[config.mk]
export PLATFORM = sky130hd
export DESIGN_NAME = launch_pacer_with_hibernation_top_flat
export DESIGN_NICKNAME = d
export VERILOG_FILES = /design/src/sv/lph_pkg.sv /design/src/sv/lph_if.sv /design/src/sv/launch_pacer_with_hibernation_top.sv /design/src/flat_wrapper.sv
export SDC_FILE = /design/constraint.sdc
export NUM_CORES = 2
export LEC_CHECK = 0
export BUFFER_PORTS_ARGS = -buffer_cell sky130_fd_sc_hd__clkbuf_2
export CORE_ASPECT_RATIO = 0.9
export CORE_MARGIN = 8
export CORE_UTILIZATION = 44
export DETAILED_ROUTE_END_ITERATION = 8
export GPL_ROUTABILITY_DRIVEN = 0
export MAX_ROUTING_LAYER = met4
export PLACE_DENSITY = 0.58
export SLEW_MARGIN = 20
export SYNTH_ARGS = -nofsm -noshare
export SYNTH_HDL_FRONTEND = slang
export SYNTH_SLANG_ARGS = --single-unit
[constraint.sdc]
create_clock -name clk -period 20.1 [get_ports clk]
set_clock_uncertainty 0.1 [all_clocks]
set_input_delay 5.025 -clock clk [delete_from_list [all_inputs] [get_ports clk]]
set_output_delay 5.025 -clock clk [all_outputs]
set_load 0.03 [all_outputs]
[src/sv/lph_pkg.sv]
package lph_pkg;

  // field widths
  localparam int NOW_W    = 64;
  localparam int WAIT_W   = 32;
  localparam int NAP_W    = 17;
  localparam int SLEEP_W  = 32;

  // internal widths
  localparam int NAP_US_W  = 37;  // nap in us, up to (2^17-1) * 10^6
  localparam int SPC_W     = 38;  // signed launch spacing in us
  localparam int WAIT_US_W = 41;  // positive queue wait in us
  localparam int DIFF_W    = NOW_W + 1;
  localparam int X_W       = 39;  // remaining time / 8, below 125 * 2^32
  localparam int HI_W      = 19;
  localparam int LO_W      = 20;
  localparam int Q1_W      = 13;
  localparam int R1_W      = 7;
  localparam int Y_W       = R1_W + LO_W;

  // time constants
  localparam logic [NAP_US_W-1:0]  US_PER_S  = 37'd1_000_000;
  localparam logic [WAIT_US_W-1:0] US_PER_MS = 41'd1_000;
  localparam logic [NAP_W-1:0]     HIB_NAP_S = 17'd60;
  localparam logic signed [SPC_W-1:0]  TOL_US = 38'sd20_000;
  localparam logic signed [DIFF_W-1:0] DRIFT_US = 65'sd1_000_000;
  localparam logic signed [DIFF_W-1:0] HIB_IDLE_US = 65'sd120_000_000;
  // 1000 * 2^32 us: at or above this the sleep saturates
  localparam logic [NOW_W-1:0] SAT_US = 64'h0000_03E8_0000_0000;

  // divide by 125 through reciprocals; both exact over the ranges used
  localparam logic [19:0] RECIP1 = 20'd536_871;      // ceil(2^26 / 125)
  localparam int          SHIFT1 = 26;
  localparam logic [27:0] RECIP2 = 28'd137_438_954;  // ceil(2^34 / 125)
  localparam int          SHIFT2 = 34;
  localparam logic [HI_W-1:0] DIV_K = 19'd125;

  // register reset values for a 10 s nap
  localparam logic [NAP_US_W-1:0]     NAP_US_RST     = 37'd10_000_000;
  localparam logic [NAP_US_W-1:0]     HIB_NAP_US_RST = 37'd60_000_000;
  localparam logic signed [SPC_W-1:0] SPC_US_RST     = 38'sd9_980_000;

  typedef struct packed {
    logic launch;
    logic hib;
    logic wake;
    logic zero;
    logic sat;
  } flags_t;

  typedef struct packed {
    logic                 func;
    logic [NOW_W-1:0]     now;
    logic                 wait_zero;
    logic                 wait_neg;
    logic [WAIT_US_W-1:0] wait_us;
  } s0_t;

  typedef struct packed {
    flags_t         flags;
    logic [X_W-1:0] x;
  } s1_t;

  typedef struct packed {
    flags_t          flags;
    logic [HI_W-1:0] hi;
    logic [LO_W-1:0] lo;
    logic [Q1_W-1:0] q1;
  } s2_t;

  typedef struct packed {
    flags_t          flags;
    logic [Q1_W-1:0] q1;
    logic [Y_W-1:0]  y;
  } s3_t;

endpackage

[src/sv/lph_if.sv]
interface lph_item_if import lph_pkg::*; ();
  logic                     valid;
  logic                     ready;
  logic                     func;
  logic signed [NOW_W-1:0]  now_us;
  logic signed [WAIT_W-1:0] work_wait_ms;

  modport source (output valid, func, now_us, work_wait_ms, input ready);
  modport sink   (input valid, func, now_us, work_wait_ms, output ready);
endinterface

interface lph_result_if import lph_pkg::*; ();
  logic               valid;
  logic               ready;
  logic               launch;
  logic [SLEEP_W-1:0] sleep_ms;
  logic               hibernating;
  logic               wake_signal;

  modport source (output valid, launch, sleep_ms, hibernating, wake_signal, input ready);
  modport sink   (input valid, launch, sleep_ms, hibernating, wake_signal, output ready);
endinterface

[src/sv/launch_pacer_with_hibernation_top.sv]
// A word accepted from item passes the stage 0 to 3 registers and the stage 4 result register.
// Throughput: one word per cycle unless result.ready stalls it; the schedule state is updated
// in a single stage, so each word sees the state left by the word before it.
// Sleep is divided down over three further stages (two reciprocal multiplies).
// Reset (rst, synchronous): pipeline empty, schedule and flags cleared, nap = 10 s.
module launch_pacer_with_hibernation_top import lph_pkg::*; (
  input  logic              clk,
  input  logic              rst,
  lph_item_if.sink          item,
  lph_result_if.source      result,
  input  logic              cfg_we,
  input  logic [NAP_W-1:0]  cfg_wdata
);

  // configuration, kept in derived form
  logic [NAP_US_W-1:0]     nap_us;
  logic [NAP_US_W-1:0]     hib_nap_us;
  logic signed [SPC_W-1:0] spacing_us;
  logic [NAP_US_W-1:0]     cfg_nap_us;
  logic [NAP_W-1:0]        cfg_hib_s;

  // schedule state
  logic [NOW_W-1:0] last_launch;
  logic [NOW_W-1:0] sleep_until;
  logic             hib;
  logic             started;

  // pipeline
  logic v0, v1, v2, v3;
  logic en0, en1, en2, en3, en4;
  s0_t  s0;
  s1_t  s1, s1_next;
  s2_t  s2;
  s3_t  s3;

  // stage 1 combinational terms
  logic [NOW_W-1:0]        ll0, su0, ll1, su1, su2, ll2, rem;
  logic signed [DIFF_W-1:0] dd, dl, spc_ext;
  logic                    back, drift, spaced, hib_due, ahead, hib_next, launch_w;
  logic [WAIT_US_W-1:0]    tout;
  logic [HI_W+19:0]        prod1;
  logic [Y_W+27:0]         prod2;
  logic [HI_W-1:0]         r1;

  // flow control: each stage moves when its successor has room
  assign en4 = !result.valid || result.ready;
  assign en3 = !v3 || en4;
  assign en2 = !v2 || en3;
  assign en1 = !v1 || en2;
  assign en0 = !v0 || en1;
  assign item.ready = en0;

  // config products
  always_comb begin
    cfg_hib_s  = (cfg_wdata < HIB_NAP_S) ? HIB_NAP_S : cfg_wdata;
    cfg_nap_us = NAP_US_W'(cfg_wdata) * US_PER_S;
  end

  always_ff @(posedge clk) begin
    if (rst) begin
      nap_us     <= NAP_US_RST;
      hib_nap_us <= HIB_NAP_US_RST;
      spacing_us <= SPC_US_RST;
    end else if (cfg_we) begin
      nap_us     <= cfg_nap_us;
      hib_nap_us <= NAP_US_W'(cfg_hib_s) * US_PER_S;
      spacing_us <= $signed({1'b0, cfg_nap_us}) - TOL_US;
    end
  end

  // stage 0: input register, queue wait scaled to us
  always_ff @(posedge clk) begin
    if (rst) begin
      v0 <= 1'b0;
    end else if (en0) begin
      v0 <= item.valid;
    end
  end

  always_ff @(posedge clk) begin
    if (en0 && item.valid) begin
      s0.func      <= item.func;
      s0.now       <= item.now_us;
      s0.wait_zero <= (item.work_wait_ms == '0);
      s0.wait_neg  <= item.work_wait_ms[WAIT_W-1];
      s0.wait_us   <= WAIT_US_W'(item.work_wait_ms[WAIT_W-2:0]) * US_PER_MS;
    end
  end

  // stage 1: schedule update
  always_comb begin
    // first wake anchors as if the nap just ran out
    ll0 = started ? last_launch : s0.now - NOW_W'(nap_us);
    su0 = started ? sleep_until : s0.now;

    back  = $signed(s0.now) < $signed(ll0);
    dd    = $signed({s0.now[NOW_W-1], s0.now}) - $signed({su0[NOW_W-1], su0});
    drift = (dd >= DRIFT_US) || (dd <= -DRIFT_US);

    ll1 = back ? s0.now : ll0;
    su1 = (back || drift) ? s0.now : su0;

    dl      = $signed({s0.now[NOW_W-1], s0.now}) - $signed({ll1[NOW_W-1], ll1});
    spc_ext = DIFF_W'(spacing_us);
    spaced  = dl >= spc_ext;
    hib_due = dl >= HIB_IDLE_US;

    // timeout for the next wake
    launch_w = 1'b0;
    hib_next = hib;
    ll2      = ll1;
    tout     = WAIT_US_W'(nap_us);
    priority if (s0.wait_zero) begin
      launch_w = 1'b1;
      ll2      = su1;
    end else if (!s0.wait_neg) begin
      if (s0.wait_us < WAIT_US_W'(nap_us)) tout = s0.wait_us;
    end else begin
      hib_next = hib || hib_due;
      if (hib_next) tout = WAIT_US_W'(hib_nap_us);
    end

    if (!spaced) begin
      launch_w = 1'b0;
      hib_next = hib;
      ll2      = ll1;
      su2      = ll1 + NOW_W'(nap_us);
    end else begin
      su2 = su1 + NOW_W'(tout);
    end

    ahead = $signed(s0.now) < $signed(su2);
    rem   = su2 - s0.now;

    s1_next.flags.launch = launch_w;
    s1_next.flags.hib    = hib_next;
    s1_next.flags.wake   = 1'b0;
    s1_next.flags.zero   = !ahead;
    s1_next.flags.sat    = rem >= SAT_US;
    s1_next.x            = rem[X_W+2:3];

    // disturb: clears hibernation and flags a wake if it was hibernating; no launch, no sleep
    if (s0.func) begin
      s1_next.flags.launch = 1'b0;
      s1_next.flags.hib    = 1'b0;
      s1_next.flags.wake   = hib;
      s1_next.flags.zero   = 1'b1;
      s1_next.flags.sat    = 1'b0;
    end
  end

  always_ff @(posedge clk) begin
    if (rst) begin
      v1          <= 1'b0;
      last_launch <= '0;
      sleep_until <= '0;
      hib         <= 1'b0;
      started     <= 1'b0;
    end else if (en1) begin
      v1 <= v0;
      if (v0) begin
        hib <= s1_next.flags.hib;
        if (!s0.func) begin
          started     <= 1'b1;
          last_launch <= ll2;
          sleep_until <= su2;
        end
      end
    end
  end

  always_ff @(posedge clk) begin
    if (en1 && v0) s1 <= s1_next;
  end

  // stage 2: upper quotient digit of x / 125
  assign prod1 = s1.x[X_W-1:LO_W] * RECIP1;

  always_ff @(posedge clk) begin
    if (rst) begin
      v2 <= 1'b0;
    end else if (en2) begin
      v2 <= v1;
    end
  end

  always_ff @(posedge clk) begin
    if (en2 && v1) begin
      s2.flags <= s1.flags;
      s2.hi    <= s1.x[X_W-1:LO_W];
      s2.lo    <= s1.x[LO_W-1:0];
      s2.q1    <= prod1[SHIFT1 +: Q1_W];
    end
  end

  // stage 3: remainder of the upper digit joins the lower bits
  assign r1 = s2.hi - HI_W'(s2.q1) * DIV_K;

  always_ff @(posedge clk) begin
    if (rst) begin
      v3 <= 1'b0;
    end else if (en3) begin
      v3 <= v2;
    end
  end

  always_ff @(posedge clk) begin
    if (en3 && v2) begin
      s3.flags <= s2.flags;
      s3.q1    <= s2.q1;
      s3.y     <= {r1[R1_W-1:0], s2.lo};
    end
  end

  // stage 4: lower quotient digit, result register
  assign prod2 = s3.y * RECIP2;

  always_ff @(posedge clk) begin
    if (rst) begin
      result.valid <= 1'b0;
    end else if (en4) begin
      result.valid <= v3;
    end
  end

  always_ff @(posedge clk) begin
    if (en4 && v3) begin
      result.launch      <= s3.flags.launch;
      result.hibernating <= s3.flags.hib;
      result.wake_signal <= s3.flags.wake;
      priority if (s3.flags.zero) begin
        result.sleep_ms <= '0;
      end else if (s3.flags.sat) begin
        result.sleep_ms <= '1;
      end else begin
        result.sleep_ms <= {s3.q1[SLEEP_W-LO_W-1:0], prod2[SHIFT2 +: LO_W]};
      end
    end
  end

  // a word that raises the wake signal never launches, sleeps or hibernates
  assert property (@(posedge clk) disable iff (rst)
    result.valid && result.wake_signal |->
      !result.launch && !result.hibernating && (result.sleep_ms == '0))
    else $error("disturb word carries launch, sleep or hibernation");

  // once a wake is seen the schedule stays anchored
  assert property (@(posedge clk) disable iff (rst)
    started |=> started)
    else $error("started flag dropped");

  // upper quotient digit fits the 32-bit sleep when not saturated
  assert property (@(posedge clk) disable iff (rst)
    v2 && !s2.flags.zero && !s2.flags.sat |-> !s2.q1[Q1_W-1])
    else $error("upper quotient digit out of range");

endmodule
[src/flat_wrapper.sv]
// flat-port wrapper written by rule: the top's interface ports become plain ports
module launch_pacer_with_hibernation_top_flat import lph_pkg::*;
  (clk, rst, cfg_we, cfg_wdata, item_valid, item_func, item_now_us, item_work_wait_ms, item_ready, result_valid, result_launch, result_sleep_ms, result_hibernating, result_wake_signal, result_ready);
  lph_item_if item_i ();
  lph_result_if result_i ();
  input  logic clk;
  input  logic rst;
  input  logic cfg_we;
  input  logic [NAP_W-1:0] cfg_wdata;
  input wire logic [$bits(item_i.valid)-1:0] item_valid;
  input wire logic [$bits(item_i.func)-1:0] item_func;
  input wire logic [$bits(item_i.now_us)-1:0] item_now_us;
  input wire logic [$bits(item_i.work_wait_ms)-1:0] item_work_wait_ms;
  output wire logic [$bits(item_i.ready)-1:0] item_ready;
  output wire logic [$bits(result_i.valid)-1:0] result_valid;
  output wire logic [$bits(result_i.launch)-1:0] result_launch;
  output wire logic [$bits(result_i.sleep_ms)-1:0] result_sleep_ms;
  output wire logic [$bits(result_i.hibernating)-1:0] result_hibernating;
  output wire logic [$bits(result_i.wake_signal)-1:0] result_wake_signal;
  input wire logic [$bits(result_i.ready)-1:0] result_ready;
  assign item_i.valid = item_valid;
  assign item_i.func = item_func;
  assign item_i.now_us = item_now_us;
  assign item_i.work_wait_ms = item_work_wait_ms;
  assign item_ready = item_i.ready;
  assign result_valid = result_i.valid;
  assign result_launch = result_i.launch;
  assign result_sleep_ms = result_i.sleep_ms;
  assign result_hibernating = result_i.hibernating;
  assign result_wake_signal = result_i.wake_signal;
  assign result_i.ready = result_ready;
  launch_pacer_with_hibernation_top u_core (.clk(clk), .rst(rst), .item(item_i), .result(result_i), .cfg_we(cfg_we), .cfg_wdata(cfg_wdata));
endmodule
==> results.cfg <==
[logic_synthesis]
synth-edff-count = 272
ys_top_cells_by_area = ha_1, fa_1, edfxtp_1
synthCells = 8501
synth_top_cell_area_share_pct = 21.8
ys.flop_type = edfxtp_1
async_flop_share_pct = 0
synthDistinctLibCells = 99
syn_avg_cell_area_sq_um = 8.66
synth_seq_area_share_pct = 17.3
ys_warn_count = 0
synth_most_common_cell = ha_1
synth_common_cells = ha_1, inv_1, nor2_1
ys_ff_latch = 501
synthesis.area_sq_um = 73600
synth_top_cell_by_area = ha_1

[floorplan]
initial_core_util_pct = 44.3
die_area_sq_um = 181000
die_x_microns = 447
fp-row-count = 142
die_y_microns = 404
coreArea_sq_um = 166000
pin_count = 156

[sta]
relSlewSlack_pct = 22.1
max_freq_mhz = 50.9
tightest_slew_ns = 1.14
setup_viol_count_final = 0
min_period_over_period_pct = 97.7
holdWs_ns = 0.310
drv_slew = 0
post-route-min-period_ns = 19.65
hold_viol = 0

[critical_path]
path_max_fanout = 8
worstSetupEndpointType = flop
crit_path_frequent_cell = a21o_1
cp.arrival_ns = 19.95
startpoint_type = flop
required_ns = 20.41
max_stage_delay_ns = 0.62
criticalPathCategory = flop to flop
cpMaxStageDelayCell = or4_4

[placed_design]
io_buffers = 155
dp.cells = 11466
place_area_sq_um = 82700
place_hpwl_microns = 207000

[clock_tree]
postCtsHoldBufs = 0
path_clk_slew_ns = 0.06
numCtsBuffers = 68
h-tree-depth = 3
clock_sinks = 501
cts_tree = built
root_buffer = clkbuf_16
clk_latency_ns = 0.72
clockBufferDepth = 3

[final_layout]
finalCoreUtilization_pct = 51.9
fin_nets = 11294
area_delta_synth_final_pct = 17.4
design_area_sq_um = 86400
fin_cells = 11635
drive_gt1_share_pct = 14.9

[grt]
grt_pass1_vias = 64836
grt_pass1_wl_microns = 382000
antenna_found_initial = 12
grt_start_max_net_pins = 85
grt.overflow.total = 0
grt_use_total_pct = 27.8

[status]
outcome = completed

[flow_run]
maxCapViolCount = 0

[route]
wl_per_cell_microns = 21.6
ant_nets = 0
drc = 0
viasPerCell = 5.67
firstDrtPassIters = 7
wirelength_microns = 251000
vias = 66020
drtIter0Drc = 6784

[min_path]
hp-class = flop to flop
## worst paths after layout
check	start	end	slack, ns	depth (start not counted)
max	u_core.s0[49]	u_core.s1[39]	0.45	93
min	u_core.s1[13]	u_core.s2[26]	0.31	0
max reg2reg	u_core.s0[49]	u_core.s1[39]	0.45	93
min reg2reg	u_core.s1[13]	u_core.s2[26]	0.31	0
## per-stage QoR
stage               TNS (ns)  setup WS, ns
floorplan                  0        0.0439
global placement       -1.09         -1.09
detailed placement     -1.32         -1.32
CTS                        0        0.0534
global route          -0.145        -0.145
finish                     0         0.453
## cell usage in the layout (no fill, tap or decap), types with 202 or more instances in the layout
master and n:
a21oi_1 559, nor3_1 202, xnor2_1 293, a21o_1 232, ha_1 1264, buf_4 854, dfxtp_1 228, o21ai_0 399
nor2_1 681, fa_1 550, edfxtp_1 272, nand2_1 517, inv_1 1160
## cell families (layout without fill, tap and decap cells)
logic type	count (synthesis)	count (layout)	share of synthesized area [%]
xor gates and xnor gates	421	421	5.01
other	1	17	0.00509
and+or+nand+nor	2177	2177	14.2
buffers and inverters	1437	2323	7.40
AOI/OAI and AO/OA	1984	1984	17.3
DFF	501	501	17.3
adders and majority gates	1849	1849	37.0
muxes	131	131	1.81
## cell type report
class                      count  area (sq um)
fill                       15629         79900
multi-input combinational   6566         56600
sequential                   501         12800
timing repair buffer        1031          7560
inverter                    1171          4400
tap                         2232          2790
clock buffer                  77          1770
clock inverter                44           482
antenna                       13          32.5
## registers in the layout, indices dropped and copies added, names as in the netlist
| register | flops |
|---|---|
| u_core.s2 | 44 |
| u_core.sleep_until | 64 |
| u_core.v0 | 1 |
| u_core.result.wake_signal | 1 |
| u_core.spacing_us | 32 |
| u_core.v1 | 1 |
| u_core.v3 | 1 |
| u_core.s0 | 105 |
| u_core.result.valid | 1 |
| u_core.last_launch | 64 |
| u_core.s1 | 44 |
| u_core.v2 | 1 |
| u_core.nap_us | 31 |
| u_core.hib_nap_us | 31 |
| u_core.result.hibernating | 1 |
| u_core.s3 | 44 |
| u_core.result.sleep_ms | 32 |
| u_core.started | 1 |
| u_core.result.launch | 1 |
| u_core.hib | 1 |
## worst max-delay path: cells and delay by family, from the launching register on
kind,cells,cell delay [ns]
AO/OA/AOI/OAI,45,8.83
XOR/XNOR,2,0.35
adder cells (fa/ha/maj),11,2.87
buffers and inverters,8,1.16
flip-flops,1,0.41
multiplexers,2,0.36
AND/OR/NAND/NOR,25,5.25
## what timing repair did
action | in CTS | in global routing
endpoints found under the setup margin | 3 | 3
pin swaps | 25 | 161
resized for setup | 64 | 183
buffers inserted | 15 | 23
## per-layer routing
layer	vias to the layer above	global-route usage (%)	wire length [microns]
li1	31230	-	-
met3	424	6.70	26100
met2	2763	40.6	105000
met4	0	8.26	8650
met1	31603	38.1	111000
met5	-	-	0
Power is not shown: default switching activity piles up to over one toggle a cycle in this logic, so the estimate is an artifact.
